## src/hw/rtl/i2cbm_pkg.sv

```systemverilog
`timescale 1ns / 1ps

package i2cbm_pkg;

    // Width of the delay and poll counters; delays saturate at its maximum.
    localparam int CountW = 8;
    localparam logic [15:0] CntMax16 = 16'((32'd1 << CountW) - 32'd1);

    typedef logic [CountW-1:0] t_cnt;

    // Classified command codes carried from the front to the back.
    localparam logic [2:0] CMD_TICK  = 3'd0;
    localparam logic [2:0] CMD_START = 3'd1;
    localparam logic [2:0] CMD_STOP  = 3'd2;
    localparam logic [2:0] CMD_WRITE = 3'd3;
    localparam logic [2:0] CMD_WAIT  = 3'd4;
    localparam logic [2:0] CMD_READ  = 3'd5;

    // One tick word as queued between front and back.
    typedef struct packed {
        logic [2:0] cmd;
        logic [7:0] write_data;
        logic       send_ack;
        logic       sda_in;
    } t_word;

    // One result word.
    typedef struct packed {
        logic       scl_out;
        logic       sda_out;
        logic       busy_res;
        logic       done_res;
        logic [7:0] read_data;
        logic       ack_error;
    } t_res;

    // Clamp an 8-bit register value to the counter range.
    function automatic t_cnt sat_cnt(input logic [7:0] v);
        logic [15:0] w;
        w = {8'd0, v};
        if (w > CntMax16) begin
            return '1;
        end
        return t_cnt'(w);
    endfunction

endpackage

```

## src/hw/rtl/i2cbm_front.sv

```systemverilog
`timescale 1ns / 1ps

module i2cbm_front
    import i2cbm_pkg::*;
(
    input  logic       i_clk,
    input  logic       i_rst_n,
    input  logic       push,
    output logic       full,
    input  logic [2:0] i_kind,
    input  logic [7:0] i_write_data,
    input  logic       i_send_ack,
    input  logic       i_sda_in,
    output t_word      o_word,
    output logic       o_word_valid,
    input  logic       i_word_take
);

    t_word      r_mem [2];
    logic       r_wp, n_wp;
    logic       r_rp, n_rp;
    logic [1:0] r_cnt, n_cnt;
    t_word      w_in;
    logic       w_wr, w_rd;

    // Classify: unknown kinds become plain ticks.
    always_comb begin
        w_in.write_data = i_write_data;
        w_in.send_ack   = i_send_ack;
        w_in.sda_in     = i_sda_in;
        case (i_kind)
            3'd1:    w_in.cmd = CMD_START;
            3'd2:    w_in.cmd = CMD_STOP;
            3'd3:    w_in.cmd = CMD_WRITE;
            3'd4:    w_in.cmd = CMD_WAIT;
            3'd5:    w_in.cmd = CMD_READ;
            default: w_in.cmd = CMD_TICK;
        endcase
    end

    assign full         = (r_cnt == 2'd2);
    assign w_wr         = push && !full;
    assign o_word_valid = (r_cnt != 2'd0);
    assign w_rd         = i_word_take && o_word_valid;
    assign o_word       = r_mem[r_rp];

    always_comb begin
        n_wp  = w_wr ? ~r_wp : r_wp;
        n_rp  = w_rd ? ~r_rp : r_rp;
        n_cnt = r_cnt;
        if (w_wr && !w_rd) begin
            n_cnt = r_cnt + 2'd1;
        end else if (w_rd && !w_wr) begin
            n_cnt = r_cnt - 2'd1;
        end
    end

    always_ff @(posedge i_clk) begin
        if (!i_rst_n) begin
            r_wp  <= 1'b0;
            r_rp  <= 1'b0;
            r_cnt <= 2'd0;
        end else begin
            r_wp  <= n_wp;
            r_rp  <= n_rp;
            r_cnt <= n_cnt;
        end
    end

    always_ff @(posedge i_clk) begin
        if (w_wr) begin
            r_mem[r_wp] <= w_in;
        end
    end

endmodule

```

## src/hw/rtl/i2cbm_back.sv

```systemverilog
`timescale 1ns / 1ps

module i2cbm_back
    import i2cbm_pkg::*;
(
    input  logic       i_clk,
    input  logic       i_rst_n,
    input  logic [7:0] i_half,
    input  logic [7:0] i_ack_lim,
    input  t_word      i_word,
    input  logic       i_word_valid,
    output logic       o_word_take,
    input  logic       pop,
    output logic       empty,
    output t_res       o_res
);

    localparam logic [3:0] PH_IDLE  = 4'd0;
    localparam logic [3:0] PH_S0    = 4'd1;
    localparam logic [3:0] PH_S1    = 4'd2;
    localparam logic [3:0] PH_P0    = 4'd3;
    localparam logic [3:0] PH_P1    = 4'd4;
    localparam logic [3:0] PH_WL    = 4'd5;
    localparam logic [3:0] PH_WH    = 4'd6;
    localparam logic [3:0] PH_A0    = 4'd7;
    localparam logic [3:0] PH_A1    = 4'd8;
    localparam logic [3:0] PH_APOLL = 4'd9;
    localparam logic [3:0] PH_RL    = 4'd10;
    localparam logic [3:0] PH_RH    = 4'd11;
    localparam logic [3:0] PH_K0    = 4'd12;
    localparam logic [3:0] PH_K1    = 4'd13;

    logic [3:0] r_phase, n_phase;
    t_cnt       r_dly, n_dly;
    logic [2:0] r_bit, n_bit;
    logic [7:0] r_shift, n_shift;
    t_cnt       r_poll, n_poll;
    logic       r_scl, n_scl;
    logic       r_sda, n_sda;
    logic       r_err, n_err;
    logic       r_ackc, n_ackc;
    logic [7:0] r_last, n_last;
    logic       w_done;

    t_cnt       w_dly_load;
    t_cnt       w_lim;
    t_cnt       w_dly_dec;

    t_res       r_q [2];
    logic       r_qwp, r_qrp;
    logic [1:0] r_qcnt, n_qcnt;
    logic       w_qfull, w_qrd;
    t_res       w_res;

    always_comb begin
        w_dly_load = sat_cnt(i_half);
        if (w_dly_load == '0) begin
            w_dly_load = t_cnt'(1);
        end
        w_lim     = sat_cnt(i_ack_lim);
        w_dly_dec = (r_dly != '0) ? r_dly - t_cnt'(1) : '0;
    end

    assign w_qfull     = (r_qcnt == 2'd2);
    assign o_word_take = i_word_valid && !w_qfull;

    // One bus tick per word.
    always_comb begin
        n_phase = r_phase;
        n_dly   = r_dly;
        n_bit   = r_bit;
        n_shift = r_shift;
        n_poll  = r_poll;
        n_scl   = r_scl;
        n_sda   = r_sda;
        n_err   = r_err;
        n_ackc  = r_ackc;
        n_last  = r_last;
        w_done  = 1'b0;
        if (r_phase == PH_IDLE) begin
            case (i_word.cmd)
                CMD_START: begin
                    n_scl = 1'b1; n_sda = 1'b1;
                    n_dly = w_dly_load; n_phase = PH_S0;
                end
                CMD_STOP: begin
                    n_scl = 1'b0; n_sda = 1'b0;
                    n_dly = w_dly_load; n_phase = PH_P0;
                end
                CMD_WRITE: begin
                    n_shift = i_word.write_data; n_bit = 3'd0;
                    n_scl = 1'b0; n_sda = i_word.write_data[7];
                    n_dly = w_dly_load; n_phase = PH_WL;
                end
                CMD_WAIT: begin
                    n_err = 1'b0; n_sda = 1'b1;
                    n_dly = w_dly_load; n_phase = PH_A0;
                end
                CMD_READ: begin
                    n_ackc = i_word.send_ack; n_shift = 8'd0; n_bit = 3'd0;
                    n_scl = 1'b0; n_sda = 1'b1;
                    n_dly = w_dly_load; n_phase = PH_RL;
                end
                default: ;
            endcase
        end else if (r_phase == PH_APOLL) begin
            if (!i_word.sda_in) begin
                n_scl = 1'b0; n_phase = PH_IDLE; w_done = 1'b1;
            end else if (r_poll >= w_lim) begin
                // timeout: release the bus with a stop
                n_err = 1'b1; n_scl = 1'b0; n_sda = 1'b0;
                n_dly = w_dly_load; n_phase = PH_P0;
            end else begin
                n_poll = r_poll + t_cnt'(1);
            end
        end else begin
            n_dly = w_dly_dec;
            if (w_dly_dec == '0) begin
                case (r_phase)
                    PH_S0: begin
                        n_sda = 1'b0; n_dly = w_dly_load; n_phase = PH_S1;
                    end
                    PH_S1: begin
                        n_scl = 1'b0; n_phase = PH_IDLE; w_done = 1'b1;
                    end
                    PH_P0: begin
                        n_scl = 1'b1; n_sda = 1'b1;
                        n_dly = w_dly_load; n_phase = PH_P1;
                    end
                    PH_P1: begin
                        n_phase = PH_IDLE; w_done = 1'b1;
                    end
                    PH_WL: begin
                        n_scl = 1'b1; n_dly = w_dly_load; n_phase = PH_WH;
                    end
                    PH_WH: begin
                        n_scl = 1'b0;
                        if (r_bit == 3'd7) begin
                            n_phase = PH_IDLE; w_done = 1'b1;
                        end else begin
                            n_bit   = r_bit + 3'd1;
                            n_shift = {r_shift[6:0], 1'b0};
                            n_sda   = r_shift[6];
                            n_dly   = w_dly_load; n_phase = PH_WL;
                        end
                    end
                    PH_A0: begin
                        n_scl = 1'b1; n_dly = w_dly_load; n_phase = PH_A1;
                    end
                    PH_A1: begin
                        n_poll = '0; n_phase = PH_APOLL;
                    end
                    PH_RL: begin
                        n_scl   = 1'b1;
                        n_shift = {r_shift[6:0], i_word.sda_in};
                        n_dly   = w_dly_load; n_phase = PH_RH;
                    end
                    PH_RH: begin
                        n_scl = 1'b0;
                        if (r_bit == 3'd7) begin
                            n_last = r_shift;
                            n_sda  = !r_ackc;
                            n_dly  = w_dly_load; n_phase = PH_K0;
                        end else begin
                            n_bit = r_bit + 3'd1;
                            n_dly = w_dly_load; n_phase = PH_RL;
                        end
                    end
                    PH_K0: begin
                        n_scl = 1'b1; n_dly = w_dly_load; n_phase = PH_K1;
                    end
                    PH_K1: begin
                        n_scl = 1'b0; n_phase = PH_IDLE; w_done = 1'b1;
                    end
                    default: n_phase = PH_IDLE;
                endcase
            end
        end
        w_res.scl_out   = n_scl;
        w_res.sda_out   = n_sda;
        w_res.busy_res  = (n_phase != PH_IDLE);
        w_res.done_res  = w_done;
        w_res.read_data = n_last;
        w_res.ack_error = n_err;
    end

    always_ff @(posedge i_clk) begin
        if (!i_rst_n) begin
            r_phase <= PH_IDLE;
            r_dly   <= '0;
            r_bit   <= 3'd0;
            r_shift <= 8'd0;
            r_poll  <= '0;
            r_scl   <= 1'b1;
            r_sda   <= 1'b1;
            r_err   <= 1'b0;
            r_ackc  <= 1'b0;
            r_last  <= 8'd0;
        end else if (o_word_take) begin
            r_phase <= n_phase;
            r_dly   <= n_dly;
            r_bit   <= n_bit;
            r_shift <= n_shift;
            r_poll  <= n_poll;
            r_scl   <= n_scl;
            r_sda   <= n_sda;
            r_err   <= n_err;
            r_ackc  <= n_ackc;
            r_last  <= n_last;
        end
    end

    // Two-entry result queue.
    assign empty = (r_qcnt == 2'd0);
    assign w_qrd = pop && !empty;
    assign o_res = r_q[r_qrp];

    always_comb begin
        n_qcnt = r_qcnt;
        if (o_word_take && !w_qrd) begin
            n_qcnt = r_qcnt + 2'd1;
        end else if (w_qrd && !o_word_take) begin
            n_qcnt = r_qcnt - 2'd1;
        end
    end

    always_ff @(posedge i_clk) begin
        if (!i_rst_n) begin
            r_qwp  <= 1'b0;
            r_qrp  <= 1'b0;
            r_qcnt <= 2'd0;
        end else begin
            r_qwp  <= o_word_take ? ~r_qwp : r_qwp;
            r_qrp  <= w_qrd ? ~r_qrp : r_qrp;
            r_qcnt <= n_qcnt;
        end
    end

    always_ff @(posedge i_clk) begin
        if (o_word_take) begin
            r_q[r_qwp] <= w_res;
        end
    end

endmodule

```

## src/hw/rtl/i2c_bit_level_master.sv

```systemverilog
`timescale 1ns / 1ps
// A pushed word waits in the front queue; the engine steps on it and writes its result into the result queue.
// Throughput: one tick word per cycle unless the result queue is full (single-step bus engine).
// Both sides are two-entry queues, so push and pop may stall independently.
// Reset (synchronous, active low): queues empty, bus released (SCL and SDA high), engine
// idle, read byte and error cleared, half period 10 ticks, ack timeout 250 polls.

module i2c_bit_level_master
    import i2cbm_pkg::*;
(
    input  logic       i_clk,
    input  logic       i_rst_n,
    // tick word input
    input  logic       push,
    output logic       full,
    input  logic [2:0] i_kind,
    input  logic [7:0] i_write_data,
    input  logic       i_send_ack,
    input  logic       i_sda_in,
    // result output
    output logic       empty,
    input  logic       pop,
    output logic       o_scl_out,
    output logic       o_sda_out,
    output logic       o_busy_res,
    output logic       o_done_res,
    output logic [7:0] o_read_data,
    output logic       o_ack_error,
    // configuration writes
    input  logic       cfg_valid,
    output logic       cfg_ready,
    input  logic [1:0] i_cfg_index,
    input  logic [7:0] i_cfg_data
);

    localparam logic [1:0] REG_HALF_PERIOD = 2'd0;
    localparam logic [1:0] REG_ACK_POLLS   = 2'd1;

    logic [7:0] r_half;
    logic [7:0] r_ack_lim;
    t_word      w_word;
    logic       w_word_valid;
    logic       w_word_take;
    t_res       w_res;

    // Config writes are always taken; indexes past the list are dropped.
    assign cfg_ready = 1'b1;

    always_ff @(posedge i_clk) begin
        if (!i_rst_n) begin
            r_half    <= 8'd10;
            r_ack_lim <= 8'd250;
        end else if (cfg_valid) begin
            case (i_cfg_index)
                REG_HALF_PERIOD: r_half    <= i_cfg_data;
                REG_ACK_POLLS:   r_ack_lim <= i_cfg_data;
                default: ;
            endcase
        end
    end

    // Front: classify the command and queue the tick word.
    i2cbm_front u_front (
        .i_clk        (i_clk),
        .i_rst_n      (i_rst_n),
        .push         (push),
        .full         (full),
        .i_kind       (i_kind),
        .i_write_data (i_write_data),
        .i_send_ack   (i_send_ack),
        .i_sda_in     (i_sda_in),
        .o_word       (w_word),
        .o_word_valid (w_word_valid),
        .i_word_take  (w_word_take)
    );

    // Back: bus engine steps once per word and queues the result.
    i2cbm_back u_back (
        .i_clk        (i_clk),
        .i_rst_n      (i_rst_n),
        .i_half       (r_half),
        .i_ack_lim    (r_ack_lim),
        .i_word       (w_word),
        .i_word_valid (w_word_valid),
        .o_word_take  (w_word_take),
        .pop          (pop),
        .empty        (empty),
        .o_res        (w_res)
    );

    assign o_scl_out   = w_res.scl_out;
    assign o_sda_out   = w_res.sda_out;
    assign o_busy_res  = w_res.busy_res;
    assign o_done_res  = w_res.done_res;
    assign o_read_data = w_res.read_data;
    assign o_ack_error = w_res.ack_error;

endmodule
```

## config.mk

```make
export PLATFORM = sky130hd
export DESIGN_NAME = i2c_bit_level_master
export DESIGN_NICKNAME = d
export VERILOG_FILES = /design/src/hw/rtl/i2cbm_pkg.sv /design/src/hw/rtl/i2cbm_front.sv /design/src/hw/rtl/i2cbm_back.sv /design/src/hw/rtl/i2c_bit_level_master.sv
export SDC_FILE = /design/constraint.sdc
export NUM_CORES = 1
export LEC_CHECK = 0
export ABC_AREA = 1
export BUFFER_PORTS_ARGS = -buffer_cell sky130_fd_sc_hd__buf_2
export CAP_MARGIN = 20
export CORE_MARGIN = 1.5
export CORE_UTILIZATION = 63
export CTS_BUF_LIST = sky130_fd_sc_hd__clkbuf_2 sky130_fd_sc_hd__clkbuf_4 sky130_fd_sc_hd__clkbuf_8
export CTS_CLUSTER_DIAMETER = 50
export CTS_CLUSTER_SIZE = 10
export DETAILED_ROUTE_END_ITERATION = 6
export HOLD_SLACK_MARGIN = 0.08
export PLACE_DENSITY_LB_ADDON = 0.12
export SLEW_MARGIN = 0
export SYNTH_ARGS = -nofsm -noshare
export SYNTH_HDL_FRONTEND = slang
export SYNTH_SLANG_ARGS = --single-unit
```

## constraint.sdc

```tcl
create_clock -name i_clk -period 2.3 [get_ports i_clk]
set_input_delay 0.23 -clock i_clk [delete_from_list [all_inputs] [get_ports i_clk]]
set_output_delay 0.23 -clock i_clk [all_outputs]
set_load 0.01 [all_outputs]
```

==> impl_metrics.py <==
metrics = {
    "worst_setup_path": {
        "critical_path.cell_chain": "inv_1, ha_1, a21oi_1, nor2_1, nor3_2, nand3_2, nand2_1, nand2_1, a21oi_1, nand2_1, nor2_1, nand3_1",
        "max_stage_delay_ns": 0.32,
        "slowest_stage": "dfxtp_1",
        "required_ns": 2.48,
        "start_kind": "flop",
        "worstPathMaxFanout": 3,
        "end_kind": "flop",
        "cp.arrival_ns": 2.36,
        "critPathKind": "flop to flop",
        "cpMostUsedCell": "nand2_1",
    },
    "finish": {
        "multi_input_area_sq_um": 2940,
        "antenna_cells": 0,
        "regArea_sq_um": 2940,
        "final_common_cell": "nand2_1",
        "nFillCells": 717,
        "drive_gt1_share_pct": 18.3,
        "final_nets": 927,
        "syn2layout_area_growth_pct": 18.0,
        "final_cell_mix": "nand2_1, nor2_1, inv_1",
    },
    "timing": {
        "fin_crit_ns": 2.17,
        "slew_viol_final": 0,
        "fin_crit_sh_pct": 94.6,
        "hold-worst-slack_ns": 0.155,
        "finalSetupViolCount": 0,
        "tightest_slew_ns": 0.733,
        "slew_headroom_pct": 50.7,
        "timing.fmax_ghz": 0.460,
        "fin_skew_ns": 0.0148,
        "final-hold-violation-count": 0,
    },
    "die": {
        "initial_core_util_pct": 65.0,
        "io_pins": 44,
        "dieArea_sq_um": 10700,
        "num_rows": 36,
        "die_w_um": 103,
        "core-area_sq_um": 9770,
        "die_h_um": 103,
    },
    "logic_synthesis": {
        "syn_inst": 796,
        "avgSynthCellArea_sq_um": 7.98,
        "ys.flop_type": "dfxtp_1",
        "synth.distinct_cells": 43,
        "ys_warn_count": 0,
        "syn_nets": 841,
        "synthesis.area_sq_um": 6350,
        "async_reset_ff_share_pct": 0,
        "ys_ff_latch": 121,
        "synth_edf_count": 52,
        "seq_area_frac_synth_pct": 46.3,
    },
    "clock_tree": {
        "clock_tree.root_cell": "clkbuf_8",
        "clk_latency_ns": 0.45,
        "htreeDepth": 4,
        "clockBufferDepth": 2,
        "numCtsBuffers": 17,
        "clkTransAtPathRegs_ns": 0.08,
        "numClockSinks": 121,
        "cts_tree": "yes",
    },
    "routing": {
        "post_drt_via_cell_ratio": 5.48,
        "ant_nets": 0,
        "vias": 5634,
        "drt_iter0_drc": 507,
        "wl_per_cell_um": 14.6,
        "firstDrtPassIters": 6,
        "wl_um": 15000,
        "drc": 0,
    },
    "power_and_ir_drop": {
        "power-per-cell-area_nw_per_um2": 1300,
        "irDropWorstVdd_v": 0.000737,
        "power.total_mw": 9.75,
        "leakage_nw": 3.38,
    },
    "placed_design": {
        "gp_congestion": 1.02,
        "dp_hpwl_um": 10500,
        "port_buffers": 42,
    },
    "min_path": {
        "hold_class": "input pin to flop",
    },
    "global_routing": {
        "grt_first_pass_wirelength_um": 23600,
        "antenna_found_initial": 0,
        "grt_max_degree": 38,
        "grt_pass1_vias": 5126,
        "grt_overflow_total": 0,
        "grt_usage_pct": 29.0,
    },
    "run_status": {
        "status": "complete, no violations",
    },
    "flow_run": {
        "cap_violations": 0,
    },
}
cell type report:
cell class	count	area share, %
clock buffer	18	3.22
inverter	101	5.12
tap	133	2.22
sequential	121	39.3
timing repair buffer	91	8.31
multi-input combinational	550	39.3
clock inverter	14	2.62
cell usage after synthesis (4+ instances only):
library cell / n / area, sq um
a21oi_1: 50 / 250
mux2_2: 13 / 146
o21ai_1: 10 / 50.1
dfxtp_1: 69 / 1380
o22ai_1: 5 / 31.3
o21ai_2: 10 / 87.6
nor2_2: 4 / 25.0
ha_1: 17 / 213
nor3_1: 5 / 25.0
o211ai_1: 7 / 52.6
xor2_1: 7 / 61.3
nand3_1: 45 / 225
nand2_1: 164 / 616
edfxtp_1: 52 / 1560
inv_1: 95 / 357
nand4_1: 14 / 87.6
nand2_2: 6 / 37.5
inv_2: 4 / 15.0
o32ai_1: 7 / 61.3
nor2_1: 110 / 413
clkbuf_1: 16 / 60.1
o21ai_0: 53 / 265
through the flow:
stage | setup slack, ns | area [sq um] | TNS, ns | instances | utilization (%)
6_report | 0.125 | 7500 | 0 | 1028 | 76.7
5_1_grt | -0.0271 | 7500 | -0.0539 | 1028 | 76.7
4_1_cts | 0.0591 | 7440 | 0 | 1024 | 76.1
3_5_place_dp | 0.0707 | 6820 | 0 | 974 | 69.8
3_3_place_gp | 0.165 | 6820 | 0 | 974 | 69.8
2_1_floorplan | 0.268 | 6350 | 0 | 796 | -
path summary, 6_finish.rpt:
check,start,to,slack (ns),cells after the start
setup / recovery,r_ack_lim[5],u_back.r_q[1][10],0.13,12
hold / removal,i_kind[1],u_front.r_mem[1][11],0.16,2
setup reg to reg,r_ack_lim[5],u_back.r_q[1][10],0.13,12
hold reg to reg,r_ack_lim[2],r_ack_lim[2],0.47,2
report_power, final:
group | internal (mW) | switching [mW] | total, mW | leakage [nW]
logic | 1.56 | 2.81 | 4.37 | 2.12
clock network | 1.20 | 0.921 | 2.12 | 0.213
registers | 2.93 | 0.323 | 3.26 | 1.05
total | 5.69 | 4.06 | 9.75 | 3.38
timing repair:
action	in CTS	in global routing
gates resized for setup	0	8
endpoints found under the setup margin	0	16
setup buffers	0	4
hold endpoints to repair	35	0
hold buffers	18	0
logic make-up after synthesis:
| logic type | after synthesis | synth area share, % |
|---|---|---|
| DFF | 121 | 46.3 |
| buffers and inverters | 125 | 7.88 |
| and+or+nand+nor | 362 | 25.4 |
| AOI/OAI and AO/OA | 149 | 13.6 |
| other | 1 | 0.0590 |
| muxes | 13 | 2.30 |
| xor gates and xnor gates | 8 | 1.10 |
| adders and majority gates | 17 | 3.35 |
flip-flops by register name (all words and copies together) (netlist names), 8 cells and up, named ones only:
signal and count:
r_ack_lim 8, u_back.r_last 8, u_back.r_shift 8, u_back.r_q 26, r_half 8, u_back.r_poll 8
u_front.r_mem 26, u_back.r_dly 8
critical path, delay by kind of cell (launching register included):
| family | cells | cell delay (ns) |
|---|---|---|
| compound gates | 2 | 0.26 |
| flops | 1 | 0.32 |
| buf+inv | 1 | 0.05 |
| simple gates | 8 | 0.97 |
| fa+ha+maj | 1 | 0.30 |
metal layers:
layer  GRT usage (%)  share of wire [%]
met4            11.3                2.3
met5               0                  0
met3            7.59                8.0
met2            45.7                 45
met1            38.5                 45
Power figures use the tool's default switching activity.
